File: src/design/box_boundary_wrap_reflect_top_assert.svh
// Assertion macros for the box boundary block.
`ifndef BOX_BOUNDARY_WRAP_REFLECT_TOP_ASSERT_SVH
`define BOX_BOUNDARY_WRAP_REFLECT_TOP_ASSERT_SVH
`ifndef SYNTHESIS
`define BBWR_ASSERT_IMP(lbl, ante, cons) \
  lbl: assert property (@(posedge clk_i) disable iff (!rst_ni) (ante) |-> (cons)) \
    else $error("assertion failed");
`define BBWR_ASSERT_NXT(lbl, ante, cons) \
  lbl: assert property (@(posedge clk_i) disable iff (!rst_ni) (ante) |=> (cons)) \
    else $error("assertion failed");
`else
`define BBWR_ASSERT_IMP(lbl, ante, cons)
`define BBWR_ASSERT_NXT(lbl, ante, cons)
`endif
`endif

File: src/design/bbwr_pkg.sv
// Shared types and constants of the box boundary block.
`default_nettype none
package bbwr_pkg;
  localparam int WORD_BITS = 32;
  localparam int SIZE_BITS = WORD_BITS - 1;
  localparam int DVD_BITS  = WORD_BITS + 1;
  localparam int EXT_BITS  = WORD_BITS + 2;
  localparam int DIV_STEPS = DVD_BITS;
  localparam int NUM_AXES  = 3;

  localparam logic [1:0] MODE_PERIODIC = 2'd0;
  localparam logic [1:0] MODE_REFLECT  = 2'd1;

  localparam logic [2:0] REG_SIZE_X  = 3'd0;
  localparam logic [2:0] REG_SIZE_Y  = 3'd1;
  localparam logic [2:0] REG_SIZE_Z  = 3'd2;
  localparam logic [2:0] REG_SHIFT_X = 3'd3;
  localparam logic [2:0] REG_SHIFT_Y = 3'd4;
  localparam logic [2:0] REG_SHIFT_Z = 3'd5;
  localparam logic [2:0] REG_MODES   = 3'd6;

  typedef struct packed {
    logic [NUM_AXES-1:0][SIZE_BITS-1:0] size;
    logic [NUM_AXES-1:0][WORD_BITS-1:0] shift;
    logic [2*NUM_AXES-1:0]              modes;
  } cfg_t;

  typedef struct packed {
    logic [WORD_BITS-1:0] pos;
    logic [WORD_BITS-1:0] vel;
    logic                 neg;
    logic                 hi;
    logic [DVD_BITS-1:0]  dvd;
    logic [SIZE_BITS-1:0] rem;
  } axis_t;

  typedef axis_t [NUM_AXES-1:0] stg_t;

  typedef struct packed {
    logic [WORD_BITS-1:0] np;
    logic [WORD_BITS-1:0] nv;
    logic                 chk;
    logic                 force_out;
  } res_axis_t;

  typedef res_axis_t [NUM_AXES-1:0] res_t;
endpackage
`default_nettype wire

File: src/design/bbwr_fixup.sv
// Turns the remainders into new positions and velocities.
`default_nettype none
module bbwr_fixup (
  input  wire logic           clk_i,
  input  wire logic           rst_ni,
  input  wire logic           load_i,
  input  wire logic           vld_i,
  input  wire bbwr_pkg::stg_t data_i,
  input  wire bbwr_pkg::cfg_t cfg_i,
  output logic                vld_o,
  output bbwr_pkg::res_t      res_o
);
  logic           vld_q;
  bbwr_pkg::res_t res_d, res_q;

  always_comb begin
    logic [bbwr_pkg::EXT_BITS-1:0] offw, lw, rw, ms, npw;
    logic [1:0] mode;
    logic       upd, hit;
    for (int k = 0; k < bbwr_pkg::NUM_AXES; k++) begin
      offw = {{2{cfg_i.shift[k][bbwr_pkg::WORD_BITS-1]}}, cfg_i.shift[k]};
      lw   = {3'b000, cfg_i.size[k]};
      rw   = {3'b000, data_i[k].rem};
      mode = cfg_i.modes[2*k +: 2];
      ms   = (data_i[k].neg && (rw != '0)) ? (lw - rw) : rw;
      upd  = 1'b0;
      hit  = 1'b0;
      npw  = '0;
      if (mode == bbwr_pkg::MODE_PERIODIC) begin
        upd = data_i[k].neg || data_i[k].hi;
        npw = ms - offw;
      end else begin
        hit = data_i[k].neg || data_i[k].hi;
        upd = hit;
        npw = data_i[k].neg ? (rw - offw) : (lw - rw - offw);
      end
      res_d[k].np = data_i[k].pos;
      res_d[k].nv = data_i[k].vel;
      res_d[k].chk = 1'b0;
      res_d[k].force_out = 1'b0;
      if (mode == bbwr_pkg::MODE_PERIODIC || mode == bbwr_pkg::MODE_REFLECT) begin
        if (cfg_i.size[k] == '0) begin
          res_d[k].force_out = 1'b1;
        end else begin
          res_d[k].chk = 1'b1;
          if (upd) begin
            if (npw[bbwr_pkg::EXT_BITS-1:bbwr_pkg::WORD_BITS-1] == 3'b000 ||
                npw[bbwr_pkg::EXT_BITS-1:bbwr_pkg::WORD_BITS-1] == 3'b111) begin
              res_d[k].np = npw[bbwr_pkg::WORD_BITS-1:0];
            end else begin
              res_d[k].np = npw[bbwr_pkg::EXT_BITS-1] ?
                  {1'b1, {(bbwr_pkg::WORD_BITS-1){1'b0}}} :
                  {1'b0, {(bbwr_pkg::WORD_BITS-1){1'b1}}};
            end
          end
          if (hit) begin
            if (data_i[k].vel == {1'b1, {(bbwr_pkg::WORD_BITS-1){1'b0}}}) begin
              res_d[k].nv = {1'b0, {(bbwr_pkg::WORD_BITS-1){1'b1}}};
            end else begin
              res_d[k].nv = '0 - data_i[k].vel;
            end
          end
        end
      end
    end
  end

  always_ff @(posedge clk_i or negedge rst_ni) begin
    if (!rst_ni) begin
      vld_q <= 1'b0;
    end else if (load_i) begin
      vld_q <= vld_i;
    end
  end

  always_ff @(posedge clk_i) begin
    if (load_i) begin
      res_q <= res_d;
    end
  end

  assign vld_o = vld_q;
  assign res_o = res_q;
endmodule
`default_nettype wire

File: config.mk
export PLATFORM = sky130hd
export DESIGN_NAME = bbwr_fixup
export DESIGN_NICKNAME = d
export VERILOG_FILES = /design/src/design/box_boundary_wrap_reflect_top_assert.svh /design/src/design/bbwr_pkg.sv /design/src/design/bbwr_fixup.sv
export SDC_FILE = /design/constraint.sdc
export NUM_CORES = 1
export LEC_CHECK = 0
export BUFFER_PORTS_ARGS = -buffer_cell sky130_fd_sc_hd__buf_4
export CELL_PAD_IN_SITES_DETAIL_PLACEMENT = 0
export CELL_PAD_IN_SITES_GLOBAL_PLACEMENT = 1
export CORE_ASPECT_RATIO = 2
export CORE_MARGIN = 2
export CORE_UTILIZATION = 25
export DETAILED_ROUTE_END_ITERATION = 7
export PLACE_DENSITY_LB_ADDON = 0.1
export SLEW_MARGIN = 20
export SYNTH_ARGS = -nofsm -noshare
export SYNTH_HDL_FRONTEND = slang
export SYNTH_SLANG_ARGS = --single-unit
export TNS_END_PERCENT = 1
File: constraint.sdc
create_clock -name clk_i -period 0.8 [get_ports clk_i]
set_input_delay 0.16 -clock clk_i [delete_from_list [all_inputs] [get_ports clk_i]]
set_output_delay 0.16 -clock clk_i [all_outputs]
set_load 0.05 [all_outputs]
==> impl_metrics.py <==
metrics = {
    "run_status": {
        "outcome": "finished, violations left",
        "violations": "negative setup slack",
    },
    "finish": {
        "syn_to_final_growth_pct": 77.1,
        "instances_no_fill": 7248,
        "nNetsFinal": 6623,
        "drive_gt1_frac": 0.417,
    },
    "routing": {
        "highest_layer": "met5",
        "wl_met3_um": 9590,
        "vias": 34790,
        "drc": 0,
        "met1_length_um": 66700,
        "viasPerCell": 4.80,
        "finalWirelength_um": 140000,
        "first_pass_iters": 5,
        "met2_length_um": 61600,
        "ant_nets": 0,
        "drt-initial-drc-count": 1612,
        "drt-wirelength-per-cell_um": 19.4,
    },
    "cts": {
        "clk_latency_ns": 0.53,
        "clock_sinks": 199,
        "cts_buffer_depth": 2,
        "cts_buffers": 17,
        "clk_pin_slew_ns": 0.09,
        "cts.htree.levels": 4,
        "cts_tree": "yes",
        "cts_root_buf": "clkbuf_16",
    },
    "placement": {
        "place_inst": 7047,
        "dp_slack_ns": -5.11,
        "io_buffers": 688,
        "routabilityCongestion": 0.902,
        "dp_hpwl_um": 119000,
    },
    "setup_path": {
        "arrival_ns": 5.20,
        "worst_setup_path_start_kind": "input pin",
        "path_class": "input pin to flop",
        "critPathMaxFanout": 5,
        "reg2reg_slack_ns": 0.04,
        "crit_required_ns": 1.09,
        "cp-end-kind": "flop",
    },
    "timing": {
        "fin_worst_skew_ns": 0,
        "setup_tns_ns": -597.80,
        "slew-limit-headroom": 0.561,
        "rsz0062_at_grt": "true",
        "slew_viol_final": 0,
        "hold_viol": 0,
        "setup_viol": 396,
        "fmax_ghz": 0.204,
        "period_needed_ns": 4.91,
        "worst_slack_ns": -4.11,
        "worstMarginPinSlew_ns": 0.651,
        "fin_crit_sh": 6.14,
    },
    "floorplanning": {
        "die_y_um": 475,
        "start_util": 0.251,
        "ios": 788,
        "core_um2": 111000,
        "die_w_um": 240,
        "die_area_um2": 114000,
        "rows": 173,
    },
    "hold_path": {
        "hold_class": "input pin to flop",
    },
    "grt": {
        "grt_max_degree": 53,
        "grt_pass1_wl_um": 206000,
        "antenna_found_initial": 32,
        "gr-total-overflow": 0,
        "first_global_vias": 34787,
        "gr-usage-all-layers": 0.238,
    },
    "logic_synthesis": {
        "synth_cell_types": 79,
        "synth_flop_cell": "edfxtp_1",
        "synthArstFlopShare": 0.00503,
        "synth.net_count": 4612,
        "ys_seq_elements": 199,
        "synth_area_leaders": "edfxtp_1 21%, ha_1 13%, o21ai_0 7.0%",
        "yosysSeqAreaShare": 0.215,
        "synthTopCellsByCount": "507 x nand2_1, 386 x o21ai_0, 292 x a21oi_1",
        "syn_avg_cell_area_um2": 7.45,
        "yosys_warnings": 0,
        "synth_top_cell_by_area": "edfxtp_1",
        "synth.most_common_cell": "nand2_1",
        "synthCells": 3726,
        "synth-edff-count": 198,
        "netlist_area_um2": 27800,
        "netlist.area_leader.share": 0.214,
    },
    "power_and_ir_drop": {
        "power_density_nw_per_um2": 1590,
        "p_leak_nw": 23.7,
        "irDropWorstVdd_uv": 1640,
    },
    "flow_run": {
        "maxCapViolations": 0,
    },
}
[cells by family (layout without fill, tap and decap cells)]
kind of cell / Yosys count / in the layout / synth area share
XOR/XNOR: 307 / 307 / 0.0968
multiplexers: 24 / 24 / 0.00919
other: 0 / 11 / 0
AO/OA/AOI/OAI: 1244 / 1244 / 0.280
buffers and inverters: 419 / 2443 / 0.0573
adder cells (fa/ha/maj): 297 / 297 / 0.136
AND/OR/NAND/NOR: 1236 / 1236 / 0.206
flip-flops: 199 / 199 / 0.215
[flip-flops by register name, indices dropped and copies added, names as in the netlist]
name / flops
res_o: 198
vld_o: 1
[final timing paths]
| path | cells after the start | startpoint | end |
|---|---|---|---|
| max | 28 | data_i[0] | res_o[35] |
| min | 4 | data_i[206] | res_o[78] |
| max reg2reg | 1 | vld_o | vld_o |
| min reg2reg | 1 | vld_o | vld_o |
| max in group asynchronous | 3 | rst_ni | vld_o |
| min in group asynchronous | 3 | rst_ni | vld_o |
[metal layers]
metal  GRT usage  vias up
met3      0.0540      103
li1            -    17548
met4      0.0461       36
met5           0        -
met1       0.326    16198
met2       0.382      905
[report_power, final]
group          total (mW)  switching, mW  internal [mW]  leakage [nW]
combinational        54.1           28.4           25.7          21.4
sequential           14.1          0.811           13.3          1.95
clock                9.90           5.34           4.55         0.296
total                78.1           34.6           43.5          23.7
[through the flow]
step	utilization	total power [mW]	hold slack, ns	instance area [µm²]
global placement	0.401	62.8	-0.0647	44300
floorplan	-	39.5	-0.136	27800
global route	0.444	83.2	0.0117	49200
CTS	0.434	76.6	-0.0262	48000
detailed placement	0.401	62.9	-0.0641	44300
finish	0.445	78.1	0.0211	49200
[critical path, cell delays in order]
cell and delay (ns):
buf_4 0.11, ha_2 0.20, fa_2 0.40, nor2b_2 0.13, o21ai_2 0.07, a211oi_2 0.20, buf_4 0.15, o21bai_1 0.07
nor2b_4 0.15, o21ai_2 0.17, o221a_4 0.22, a21oi_4 0.06, buf_4 0.14, xor2_2 0.14, o21ai_1 0.11, ha_1 0.35
nand4_1 0.15, or3_1 0.35, a32o_2 0.28, or4_1 0.50, o211ai_1 0.16, buf_4 0.18, nor2b_4 0.05, o21ai_4 0.22
buf_12 0.15, buf_12 0.10, buf_16 0.12, o211ai_1 0.08
[layout by cell type (no fill, tap or decap), drive strengths merged, types with 18 or more instances in the layout]
cell type	netlist	final
nor2b	38	38
xnor2	153	153
a21o	132	132
nand2b	45	45
o21a	31	31
nor3	69	69
dlygate4sd3	0	113
a31oi	51	51
nand3	60	60
clkbuf	114	19
nor4	51	51
ha	288	288
o21bai	34	34
o211ai	51	51
nor2	276	276
edfxtp	198	198
or2	18	18
o31ai	42	42
o21ai	398	398
inv	287	293
o22a	32	32
nand2	507	507
and3	45	45
xor2	154	154
nand4	35	35
buf	18	2009
a21oi	292	292
or3	36	36
a211oi	53	53
[timing repair]
action,in CTS,in global routing
gates resized for setup,468,221
hold endpoints to repair,125,0
pin swaps,80,120
buffers inserted,20,19
hold buffers,113,0
gates cloned,4,3
setup endpoints to repair,397,397
[cell type report]
class	instances	area, µm²
fillers	11326	61400
clock inverters	15	198
clock buffers	17	425
well taps	1487	1860
multi-input cells	3108	22100
inverters	287	1090
diodes	11	27.5
repair buffers	2124	17500
flip-flops and latches	199	5970
Power figures use the tool's default switching activity.
