===== config.mk =====
export PLATFORM = sky130hd
export DESIGN_NAME = bbwr_div_cell
export DESIGN_NICKNAME = d
export VERILOG_FILES = /design/src/design/box_boundary_wrap_reflect_top_assert.svh /design/src/design/bbwr_pkg.sv /design/src/design/bbwr_div_cell.sv
export SDC_FILE = /design/constraint.sdc
export NUM_CORES = 1
export LEC_CHECK = 0
export ABC_AREA = 1
export BUFFER_PORTS_ARGS = -buffer_cell sky130_fd_sc_hd__buf_2
export CELL_PAD_IN_SITES_DETAIL_PLACEMENT = 1
export CELL_PAD_IN_SITES_GLOBAL_PLACEMENT = 1
export CORE_AREA = 2 2 385 387
export DETAILED_ROUTE_END_ITERATION = 16
export DIE_AREA = 0 0 387 389
export PLACE_DENSITY = 0.47
export SYNTH_ARGS = -nofsm -noshare
export SYNTH_HDL_FRONTEND = slang
export SYNTH_SLANG_ARGS = --single-unit

===== constraint.sdc =====
create_clock -name clk_i -period 0.8 [get_ports clk_i]
set_input_delay 0.08 -clock clk_i [delete_from_list [all_inputs] [get_ports clk_i]]
set_output_delay 0.08 -clock clk_i [all_outputs]
set_load 0.005 [all_outputs]

===== src/design/box_boundary_wrap_reflect_top_assert.svh =====
// Assertion macros for the box boundary block.
`ifndef BOX_BOUNDARY_WRAP_REFLECT_TOP_ASSERT_SVH
`define BOX_BOUNDARY_WRAP_REFLECT_TOP_ASSERT_SVH
`ifndef SYNTHESIS
`define BBWR_ASSERT_IMP(lbl, ante, cons) \
  lbl: assert property (@(posedge clk_i) disable iff (!rst_ni) (ante) |-> (cons)) \
    else $error("assertion failed");
`define BBWR_ASSERT_NXT(lbl, ante, cons) \
  lbl: assert property (@(posedge clk_i) disable iff (!rst_ni) (ante) |=> (cons)) \
    else $error("assertion failed");
`else
`define BBWR_ASSERT_IMP(lbl, ante, cons)
`define BBWR_ASSERT_NXT(lbl, ante, cons)
`endif
`endif


===== src/design/bbwr_pkg.sv =====
// Shared types and constants of the box boundary block.
`default_nettype none
package bbwr_pkg;
  localparam int WORD_BITS = 32;
  localparam int SIZE_BITS = WORD_BITS - 1;
  localparam int DVD_BITS  = WORD_BITS + 1;
  localparam int EXT_BITS  = WORD_BITS + 2;
  localparam int DIV_STEPS = DVD_BITS;
  localparam int NUM_AXES  = 3;

  localparam logic [1:0] MODE_PERIODIC = 2'd0;
  localparam logic [1:0] MODE_REFLECT  = 2'd1;

  localparam logic [2:0] REG_SIZE_X  = 3'd0;
  localparam logic [2:0] REG_SIZE_Y  = 3'd1;
  localparam logic [2:0] REG_SIZE_Z  = 3'd2;
  localparam logic [2:0] REG_SHIFT_X = 3'd3;
  localparam logic [2:0] REG_SHIFT_Y = 3'd4;
  localparam logic [2:0] REG_SHIFT_Z = 3'd5;
  localparam logic [2:0] REG_MODES   = 3'd6;

  typedef struct packed {
    logic [NUM_AXES-1:0][SIZE_BITS-1:0] size;
    logic [NUM_AXES-1:0][WORD_BITS-1:0] shift;
    logic [2*NUM_AXES-1:0]              modes;
  } cfg_t;

  typedef struct packed {
    logic [WORD_BITS-1:0] pos;
    logic [WORD_BITS-1:0] vel;
    logic                 neg;
    logic                 hi;
    logic [DVD_BITS-1:0]  dvd;
    logic [SIZE_BITS-1:0] rem;
  } axis_t;

  typedef axis_t [NUM_AXES-1:0] stg_t;

  typedef struct packed {
    logic [WORD_BITS-1:0] np;
    logic [WORD_BITS-1:0] nv;
    logic                 chk;
    logic                 force_out;
  } res_axis_t;

  typedef res_axis_t [NUM_AXES-1:0] res_t;
endpackage
`default_nettype wire


===== src/design/bbwr_div_cell.sv =====
// One remainder step cell of the chain, one bit for each axis.
`default_nettype none
module bbwr_div_cell (
  input  wire logic                 clk_i,
  input  wire logic                 rst_ni,
  input  wire logic                 load_i,
  input  wire logic                 vld_i,
  input  wire bbwr_pkg::stg_t       data_i,
  input  wire bbwr_pkg::cfg_t       cfg_i,
  output logic                      vld_o,
  output bbwr_pkg::stg_t            data_o
);
  logic           vld_q;
  bbwr_pkg::stg_t data_d, data_q;

  always_comb begin
    logic [bbwr_pkg::SIZE_BITS:0] remn;
    data_d = data_i;
    for (int k = 0; k < bbwr_pkg::NUM_AXES; k++) begin
      remn = {data_i[k].rem, data_i[k].dvd[bbwr_pkg::DVD_BITS-1]};
      if (remn >= {1'b0, cfg_i.size[k]}) begin
        remn = remn - {1'b0, cfg_i.size[k]};
      end
      data_d[k].rem = remn[bbwr_pkg::SIZE_BITS-1:0];
      data_d[k].dvd = {data_i[k].dvd[bbwr_pkg::DVD_BITS-2:0], 1'b0};
    end
  end

  always_ff @(posedge clk_i or negedge rst_ni) begin
    if (!rst_ni) begin
      vld_q <= 1'b0;
    end else if (load_i) begin
      vld_q <= vld_i;
    end
  end

  always_ff @(posedge clk_i) begin
    if (load_i) begin
      data_q <= data_d;
    end
  end

  assign vld_o  = vld_q;
  assign data_o = data_q;
endmodule
`default_nettype wire


==> results of run 1 <==
worst paths after layout:
kind | endpoint | depth (start not counted) | from | slack, ns
worst max-delay path | data_o[11] | 15 | cfg_i[132] | -0.65
worst min-delay path | data_o[131] | 5 | cfg_i[134] | 0.03
worst max register to register | vld_o | 1 | vld_o | 0.06
worst min register to register | vld_o | 1 | vld_o | 0.51
max in group asynchronous | vld_o | 3 | rst_ni | 0.45
min in group asynchronous | vld_o | 3 | rst_ni | 0.25
routing by layer:
metal / wire (µm) / share of wire (%) / vias up
li1: - / - / 10800
met1: 46400 / 42 / 10300
met2: 53600 / 48 / 591
met3: 8600 / 7.7 / 123
met4: 2300 / 2.1 / 20
met5: 115 / 0.10 / -
logic make-up (layout without fill, tap and decap cells):
family                   after synthesis  after routing
AND/OR/NAND/NOR                     1194           1194
buffers and inverters                492           2303
flip-flops                           388            388
adder cells (fa/ha/maj)               96             96
AO/OA/AOI/OAI                         69             69
XOR/XNOR                              42             42
other                                  1              9
multiplexers                           1              1
through the flow:
step	TNS, ns	power, mW	worst slack [ns]	area [µm²]
2_1_floorplan	-89.09	31.0	-1.05	20500
3_3_place_gp	-157.11	40.4	-1.42	30500
3_5_place_dp	-161.96	40.5	-1.42	30500
4_1_cts	-309.44	67.7	-0.754	38800
5_1_grt	-259.09	71.2	-0.723	39700
6_report	-222.20	67.4	-0.650	39800
cell usage in the layout, fill, tap and decap left out, types with 5 or more instances in the layout:
master          synthesis  routed
nand3_1               133      89
clkinv_2                0      10
edfxtp_1              387     387
nor3_2                  0       7
inv_2                   7      39
clkbuf_16               0      51
diode_2                 0       6
buf_6                   6      44
nor2_2                  6      21
nand2_4                 0      52
dlygate4sd3_1           0     399
o21ai_2                 0       7
xor2_1                 42      41
nand2_1               871     643
dlymetal6s4s_1          0       7
or2_2                   6       6
buf_8                   0      16
a21oi_2                 0      14
nand4_1                18      18
buf_2                  12     831
a21oi_1                51      32
clkinv_1                0       6
inv_1                 464     425
ha_4                    0      67
clkbuf_1                0       9
and2_1                  6       6
nor2_4                  3      16
buf_16                  0       7
nand3_2                 0      34
nand3_4                 0      10
nand2_2                10     184
buf_4                   3     396
ha_1                   93      23
buf_12                  0      37
nand3b_1                8       8
a21oi_4                 0       5
o21bai_1                9       7
nor2_1                118      90
state kept, by name, indices dropped and copies added (netlist names):
| register | flops |
|---|---|
| vld_o | 1 |
| data_o | 387 |
layout make-up:
class                           count  share of cell area [%]
Clock inverter                     29                   0.834
Clock buffer                       57                    3.11
Timing Repair Buffer             1746                    32.9
Sequential cell                   388                    29.3
Antenna cell                        6                  0.0378
Inverter                          471                    4.66
Tap cell                         1930                    6.07
Multi-Input combinational cell   1405                    23.1
tightest hold or removal path, cell delays in order:
cell and delay, ns:
buf_2 0.10, fa_2 0.19, inv_1 0.04, nand2_1 0.07
o21ai_2 0.05
power by group:
group	internal (mW)	leakage [nW]	total, mW	switching [mW]
Clock	12.4	0.754	22.3	9.86
Combinational	9.77	14.8	19.6	9.86
Sequential	24.7	3.80	25.5	0.722
what timing repair did:
item,CTS,global route
setup endpoints to repair,481,750
cloned,15,4
hold buffers,407,3
endpoints found under the hold margin,536,3
pin swaps,90,62
gates resized for setup,455,249
setup buffers,33,15
==> results.py, run 1 <==
metrics = {
    "cells_and_area": {
        "num-fill-cells": 17100,
        "syn_to_final_growth_pct": 95.1,
        "final_layout_size_suffix_gt1_share_pct": 46.2,
        "seqCellArea_um2": 11600,
        "fin_cells": 6032,
        "fin_util_pct": 27.1,
        "multi_input_area_um2": 9180,
        "fin_nets": 4745,
    },
    "clock_network": {
        "cts.path.max_buffers": 3,
        "clockRootBuffer": "clkbuf_16",
        "cts_tree": "yes",
        "clk_pin_slew_ns": 0.06,
        "cts_made_buffers": 48,
        "cts_sinks": 388,
        "clk_latency_ns": 0.66,
        "htree_levels": 2,
    },
    "route": {
        "drtPass1Iterations": 6,
        "dr_total_vias": 21800,
        "drtAntennaViolNets": 0,
        "wirelength_mm": 111,
        "wl_per_cell_um": 18.4,
        "routed_via_density": 3.61,
        "post-route-drc-count": 0,
        "drt_iter0_drc": 777,
    },
    "synth": {
        "synthFlopType": "edfxtp_1",
        "syn_area_per_cell_um2": 8.93,
        "synth_most_common_cell": "nand2_1",
        "netlist_instances": 2283,
        "yosys_warnings": 0,
        "synth-adder-area-share_pct": 6.00,
        "ys_seq_elements": 388,
        "synth_top_area_cell": "edfxtp_1",
        "synthArstFlopShare_pct": 0.258,
        "syn_area_um2": 20400,
        "ys_top_cells_by_area": "edfxtp_1 57%, nand2_1 16%, inv_1 8.5%",
        "synth.distinct_cells": 27,
        "synthSimpleGateAreaFrac_pct": 23.7,
        "ys_seq_area_share_pct": 57.1,
        "muxShareOfSynthArea_pct": 0.0553,
        "synth-xor-area-share_pct": 1.81,
        "synth_top_family_by_area": "simple AND/OR/NAND/NOR gates",
        "synth-compound-area-share_pct": 1.81,
        "synth_top_cell_area_share_pct": 57.0,
        "synth_top_cells_by_count": "871 x nand2_1, 464 x inv_1, 387 x edfxtp_1",
        "synth-edff-count": 387,
    },
    "floorplanning": {
        "fp.dieArea_um2": 151000,
        "row_count": 141,
        "die-height_um": 389,
        "coreArea_um2": 147000,
        "die_x_um": 387,
        "start_util_pct": 13.9,
        "ios": 980,
    },
    "critical_path": {
        "worstPathCellList": "buf_2 > inv_1 > buf_12 > ha_4 > inv_2 > nor3_4 > nand2_2 > nor3_4 > nand2_4 > nand2_8 > buf_12 > inv_16 > buf_16 > nand2_2 > nand2_1",
        "start_kind": "primary input",
        "crit_slowest_cell": "ha_4",
        "endpoint_kind": "flop",
        "path_class": "in -> reg",
        "worstPathArrival_ns": 1.83,
        "max_stage_delay_ns": 0.28,
        "required_ns": 1.18,
        "critPathTopFamily": "simple AND/OR/NAND/NOR gates",
        "cp.buffers_inverters": 7,
        "path_max_fanout": 6,
    },
    "power": {
        "p_leak_nw": 19.4,
        "ir_worst_vdd_v": 0.00172,
        "power.density_nw_per_um2": 1700,
    },
    "timing": {
        "worst_slack_ns": -0.650,
        "fmax_mhz": 690,
        "setup_viol": 481,
        "hold_viol_final": 0,
        "rsz0062_at_grt": "true",
        "min_period_over_period_pct": 181,
        "drv_slew": 0,
        "finClkSkew_ns": 0,
        "holdWs_ns": 0.0274,
        "tightest_slew_ns": 0.621,
        "finalCriticalPeriod_ns": 1.45,
        "maxSlewHeadroom_pct": 58.6,
    },
    "global_routing": {
        "top_usage_layer": "met2",
        "use_met1_pct": 16.9,
        "grt_pass1_wl_mm": 158,
        "grt_util_all_layers_pct": 14.2,
        "antenna_found_initial": 23,
        "use_met3_pct": 4.85,
        "grt-ovfl-total": 0,
        "grt_max_degree": 32,
        "use_met2_pct": 24.5,
        "grt_pass1_vias": 24000,
    },
    "placed_design": {
        "place_inst": 5473,
        "dpl.hpwl_mm": 85.3,
        "gp_congestion": 0.818,
        "portBuffers": 874,
    },
    "min_path": {
        "holdCritPathClass": "in -> reg",
    },
    "status": {
        "status": "finished with violations",
        "violations": "negative setup slack",
    },
    "run": {
        "cap_violations": 0,
    },
}
(Power assumes the default switching activity.)
==> inputs of run 2 (changes only) <==
--- a/config.mk
+++ b/config.mk
@@ -13,6 +13,8 @@
 export DETAILED_ROUTE_END_ITERATION = 16
 export DIE_AREA = 0 0 387 389
 export PLACE_DENSITY = 0.47
+export RECOVER_POWER = 100
+export SETUP_SLACK_MARGIN = 0.5
 export SYNTH_ARGS = -nofsm -noshare
 export SYNTH_HDL_FRONTEND = slang
 export SYNTH_SLANG_ARGS = --single-unit
==> results.py, run 2 (synthesized netlist as in run 1, its figures left out) <==
metrics = {
    "floorplanning": {
        "die_x_um": 387,
        "row_count": 141,
        "coreArea_um2": 147000,
        "ios": 980,
        "start_util_pct": 13.9,
        "fp.dieArea_um2": 151000,
        "die-height_um": 389,
    },
    "placed_design": {
        "dpl.hpwl_mm": 85.3,
        "preCtsSetupSlack_ns": -1.42,
        "place_area_um2": 30500,
        "portBuffers": 874,
        "place_inst": 5473,
        "gp_congestion": 0.818,
    },
    "run": {
        "cap_violations": 0,
    },
    "power": {
        "switching_power_mw": 20.2,
        "power.density_nw_per_um2": 1740,
        "ir_worst_vdd_v": 0.00160,
        "swShare_pct": 30.3,
        "seqPwrFrac_pct": 38.2,
        "clock_power_share_pct": 33.4,
        "p_leak_nw": 18.7,
        "p_int_mw": 46.5,
        "pwr-share-comb_pct": 28.5,
    },
    "timing": {
        "holdWs_ns": -0.344,
        "fmax_mhz": 678,
        "rsz0062_at_grt": "true",
        "worst_slack_ns": -0.675,
        "finalCriticalPeriod_ns": 1.48,
        "tns_ns": -228.66,
        "hold_viol_final": 206,
        "finClkSkew_ns": 0,
        "min_period_over_period_pct": 184,
        "setup_viol": 646,
        "maxSlewHeadroom_pct": 53.1,
        "drv_slew": 0,
        "tightest_slew_ns": 0.703,
    },
    "clock_network": {
        "htree_levels": 2,
        "clk_pin_slew_ns": 0.06,
        "cts.path.max_buffers": 3,
        "cts_made_buffers": 48,
        "clockRootBuffer": "clkbuf_16",
        "cts_sinks": 388,
        "cts_hold_buf": 277,
        "clk_latency_ns": 0.66,
        "cts_tree": "yes",
    },
    "critical_path": {
        "path_max_fanout": 7,
        "critPathTopFamily": "buffers and inverters",
        "max_stage_delay_ns": 0.26,
        "worstPathArrival_ns": 1.85,
        "worstPathCellList": "buf_8 > clkinvlp_4 > ha_4 > a21oi_4 > nor2_4 > o21ai_2 > nand2_2 > nor2_4 > nand2_8 > buf_6 > buf_6 > buf_16 > nand2_2 > nand2_1",
        "required_ns": 1.18,
        "crit_slowest_cell": "ha_4",
        "start_kind": "primary input",
        "path_class": "in -> reg",
        "endpoint_kind": "flop",
        "cp.buffers_inverters": 5,
    },
    "status": {
        "status": "finished with violations",
        "violations": "negative hold slack, negative setup slack",
    },
    "global_routing": {
        "grt-ovfl-total": 0,
        "antenna_found_initial": 24,
        "grt_util_all_layers_pct": 13.6,
        "grt_pass1_wl_mm": 152,
        "grt_max_degree": 32,
        "grt_pass1_vias": 23300,
    },
    "cells_and_area": {
        "design_area_um2": 38400,
        "fin_cells": 5908,
        "syn_to_final_growth_pct": 88.2,
        "layout_common_cells": "774 x buf_2, 647 x nand2_1, 426 x inv_1",
        "largest_register_ffs": 387,
        "num-fill-cells": 17200,
        "final_layout_size_suffix_gt1_share_pct": 46.2,
        "mostFrequentLayoutCell": "buf_2",
        "fin_nets": 4621,
        "fin_util_pct": 26.2,
    },
    "route": {
        "wl_per_cell_um": 18.0,
        "drtPass1Iterations": 4,
        "drt_iter0_drc": 757,
        "routed_via_density": 3.60,
        "post-route-drc-count": 0,
        "drtAntennaViolNets": 0,
        "dr_total_vias": 21300,
        "wirelength_mm": 106,
    },
    "min_path": {
        "holdCritPathClass": "in -> reg",
    },
}
## run 2: cell count changes in the layout (fill, tap and decap cells not counted), moves of 10 or more
cell | before | now
buf_2 | 831 | 774
buf_4 | 396 | 386
clkbuf_1 | 9 | 67
clkbuf_2 | 0 | 14
clkdlybuf4s25_1 | 0 | 76
dlygate4sd3_1 | 399 | 181
dlymetal6s4s_1 | 7 | 19
## run 2: metal layers
layer / global-route usage, % / up-vias / routed length, µm
li1: - / 10500 / -
met1: 16.4 / 10000 / 44800
met2: 22.7 / 594 / 50100
met3: 5.06 / 131 / 8650
met4: 3.85 / 26 / 2730
met5: 0 / - / 154
## run 2: timing repair
item / 4_1_cts / 5_1_grt
buffers inserted: 33 / 18
gates cloned: 15 / 1
hold endpoints to repair: 536 / 256
setup endpoints to repair: 482 / 618
resized for setup: 455 / 314
pin swaps: 90 / 64
## run 2: path summary, 6_finish.rpt
kind / depth (start not counted) / slack [ns] / from / endpoint
setup reg to reg: 1 / 0.06 / vld_o / vld_o
min in group asynchronous: 2 / -0.27 / rst_ni / vld_o
hold / removal: 2 / -0.34 / vld_i / vld_o
max in group asynchronous: 2 / 0.97 / rst_ni / vld_o
hold reg to reg: 1 / 0.51 / vld_o / vld_o
setup / recovery: 14 / -0.68 / cfg_i[126] / data_o[9]
## run 2: layout make-up
class	instances	area, µm²	share of cell area, %
timing repair buffer	1622	11700	30.6
tap	1930	2410	6.29
clock buffer	57	1230	3.22
antenna	6	15.0	0.0391
clock inverter	29	332	0.864
inverter	471	1850	4.82
sequential	388	11600	30.4
multi-input combinational	1405	9140	23.8
## run 2: power by group through the flow
stage	Combinational (mW)	Sequential, mW	Clock [mW]
6_report	19.0	25.5	22.3
5_1_grt	20.9	25.6	24.0
4_1_cts	18.3	25.5	23.3
3_5_place_dp	14.7	25.9	0
3_3_place_gp	14.6	25.8	0
2_1_floorplan	5.11	25.9	0
## run 2: per-stage QoR
stage / power (mW) / hold slack [ns]
global placement: 40.4 / -0.145
floorplan: 31.0 / -0.216
detailed placement: 40.5 / -0.144
CTS: 67.1 / -0.440
finish: 66.7 / -0.344
global route: 70.5 / -0.394
==> inputs of run 3 (changes only) <==
--- a/config.mk
+++ b/config.mk
@@ -12,7 +12,7 @@
 export CORE_AREA = 2 2 385 387
 export DETAILED_ROUTE_END_ITERATION = 16
 export DIE_AREA = 0 0 387 389
-export PLACE_DENSITY = 0.47
+export PLACE_DENSITY = 0.43
 export RECOVER_POWER = 100
 export SETUP_SLACK_MARGIN = 0.5
 export SYNTH_ARGS = -nofsm -noshare
==> results.py, run 3 (synthesized netlist as in run 1, its figures left out) <==
metrics = {
    "timing": {
        "finalCriticalPeriod_ns": 1.50,
        "tightest_slew_ns": 0.636,
        "finClkSkew_ns": 0,
        "rsz0062_at_grt": "true",
        "fmax_mhz": 666,
        "worst_slack_ns": -0.703,
        "setup_viol": 667,
        "hold_viol_final": 234,
        "min_period_over_period_pct": 188,
        "maxSlewHeadroom_pct": 57.6,
        "tns_ns": -253.56,
        "drv_slew": 0,
        "holdWs_ns": -0.287,
    },
    "global_routing": {
        "grt_max_degree": 28,
        "grt-ovfl-total": 0,
        "grt_pass1_vias": 23200,
        "grt_util_all_layers_pct": 13.8,
        "antenna_found_initial": 26,
        "grt_pass1_wl_mm": 154,
    },
    "critical_path": {
        "rr_worst_depth": 1,
        "start_kind": "primary input",
        "max_stage_delay_ns": 0.33,
        "path_max_fanout": 8,
        "endpoint_kind": "flop",
        "worstPathArrival_ns": 1.88,
        "critPathTopFamily": "buffers and inverters",
        "r2r_start": "vld_o",
        "ff2ff_setup_slack_ns": 0.04,
        "worstPathCellList": "buf_6 > buf_12 > inv_12 > ha_4 > fa_2 > inv_2 > nand2_2 > nand2_2 > nand3_2 > nand2_2 > nand2_2 > nand3_2 > nand2_2 > nand2_4 > buf_4 > buf_8 > buf_16 > o21ai_2",
        "r2r_end": "vld_o",
        "cp.buffers_inverters": 7,
        "crit_slowest_cell": "fa_2",
        "required_ns": 1.18,
        "crit_path_frequent_cell": "nand2_2",
        "path_class": "in -> reg",
    },
    "power": {
        "power.density_nw_per_um2": 1750,
        "p_leak_nw": 18.7,
        "ir_worst_vdd_v": 0.00162,
    },
    "route": {
        "routed_via_density": 3.62,
        "drtPass1Iterations": 4,
        "drtAntennaViolNets": 0,
        "dr_total_vias": 21400,
        "post-route-drc-count": 0,
        "drt_iter0_drc": 718,
        "wl_per_cell_um": 18.1,
        "wirelength_mm": 107,
    },
    "cells_and_area": {
        "num-fill-cells": 17200,
        "layout_common_cells": "784 x buf_2, 678 x nand2_1, 427 x inv_1",
        "largest_register_ffs": 387,
        "fin_nets": 4642,
        "final_layout_size_suffix_gt1_share_pct": 45.8,
        "mostFrequentLayoutCell": "buf_2",
        "fin_util_pct": 26.2,
        "design_area_um2": 38400,
        "syn_to_final_growth_pct": 88.6,
    },
    "placed_design": {
        "dpl.hpwl_mm": 85.6,
        "place_area_um2": 30400,
        "portBuffers": 874,
        "gp_congestion": 0.807,
    },
    "clock_network": {
        "cts_made_buffers": 50,
        "cts_hold_buf": 273,
        "clk_pin_slew_ns": 0.06,
        "htree_levels": 2,
        "cts_sinks": 388,
        "clockRootBuffer": "clkbuf_16",
        "cts.path.max_buffers": 3,
        "clk_latency_ns": 0.62,
        "cts_tree": "yes",
    },
    "floorplanning": {
        "row_count": 141,
        "die-height_um": 389,
        "die_x_um": 387,
        "start_util_pct": 13.9,
        "ios": 980,
        "coreArea_um2": 147000,
        "fp.dieArea_um2": 151000,
    },
    "run": {
        "cap_violations": 0,
    },
    "min_path": {
        "min_path_cells": 1,
        "min_to": "data_o[92]",
        "worstHoldStart": "data_i[92]",
        "holdCritPathClass": "in -> reg",
    },
    "status": {
        "violations": "negative hold slack, negative setup slack",
        "status": "finished with violations",
    },
}
-- run 3: final cells by class --
type                    count  area [µm²]  share of cell area, %
diodes                      3        7.51                 0.0195
well taps                1930        2410                   6.28
flip-flops and latches    388       11600                   30.3
clock inverters            26         292                  0.759
inverters                 471        1840                   4.78
clock buffers              60        1290                   3.35
repair buffers           1641       11900                   31.0
multi-input cells        1405        9010                   23.5
-- run 3: timing repair --
item,4_1_cts,5_1_grt
buffers inserted,63,8
resized for setup,515,259
endpoints found under the hold margin,436,279
gates cloned,20,1
pin swaps,112,60
setup endpoints to repair,482,707
-- run 3: how the worst max path moves through the flow --
stage | startpoint | slack [ns] | cells after the start | to
5_1_grt | data_i[63] | -0.76 | 19 | data_o[7]
6_report | data_i[63] | -0.70 | 18 | data_o[1]
4_1_cts | data_o[22] | -0.72 | 1 | data_o[22]
2_1_floorplan | data_i[323] | -1.05 | 17 | data_o[266]
3_5_place_dp | data_i[63] | -1.47 | 16 | data_o[28]
3_3_place_gp | data_i[63] | -1.44 | 16 | data_o[28]
-- run 3: stage by stage --
| step | power (mW) | std cells | worst slack, ns |
|---|---|---|---|
| detailed placement | 40.5 | 5470 | -1.47 |
| global route | 70.7 | 5923 | -0.757 |
| finish | 67.1 | 5924 | -0.703 |
| CTS | 67.8 | 5912 | -0.721 |
| floorplan | 31.0 | 2285 | -1.05 |
| global placement | 40.4 | 5470 | -1.44 |
-- run 3: power by group --
part / switching [mW] / leakage (nW) / internal [mW] / total, mW
Sequential: 0.750 / 3.80 / 24.8 / 25.5
Combinational: 9.65 / 14.2 / 9.43 / 19.1
Clock: 9.73 / 0.757 / 12.8 / 22.5
-- run 3: routing by layer --
| metal | global-route usage, % | wire [µm] | up-vias |
|---|---|---|---|
| met1 | 17.1 | 46300 | 10100 |
| li1 | - | - | 10500 |
| met3 | 4.10 | 7360 | 136 |
| met5 | 0 | 203 | - |
| met4 | 3.24 | 2320 | 32 |
| met2 | 23.4 | 51100 | 614 |
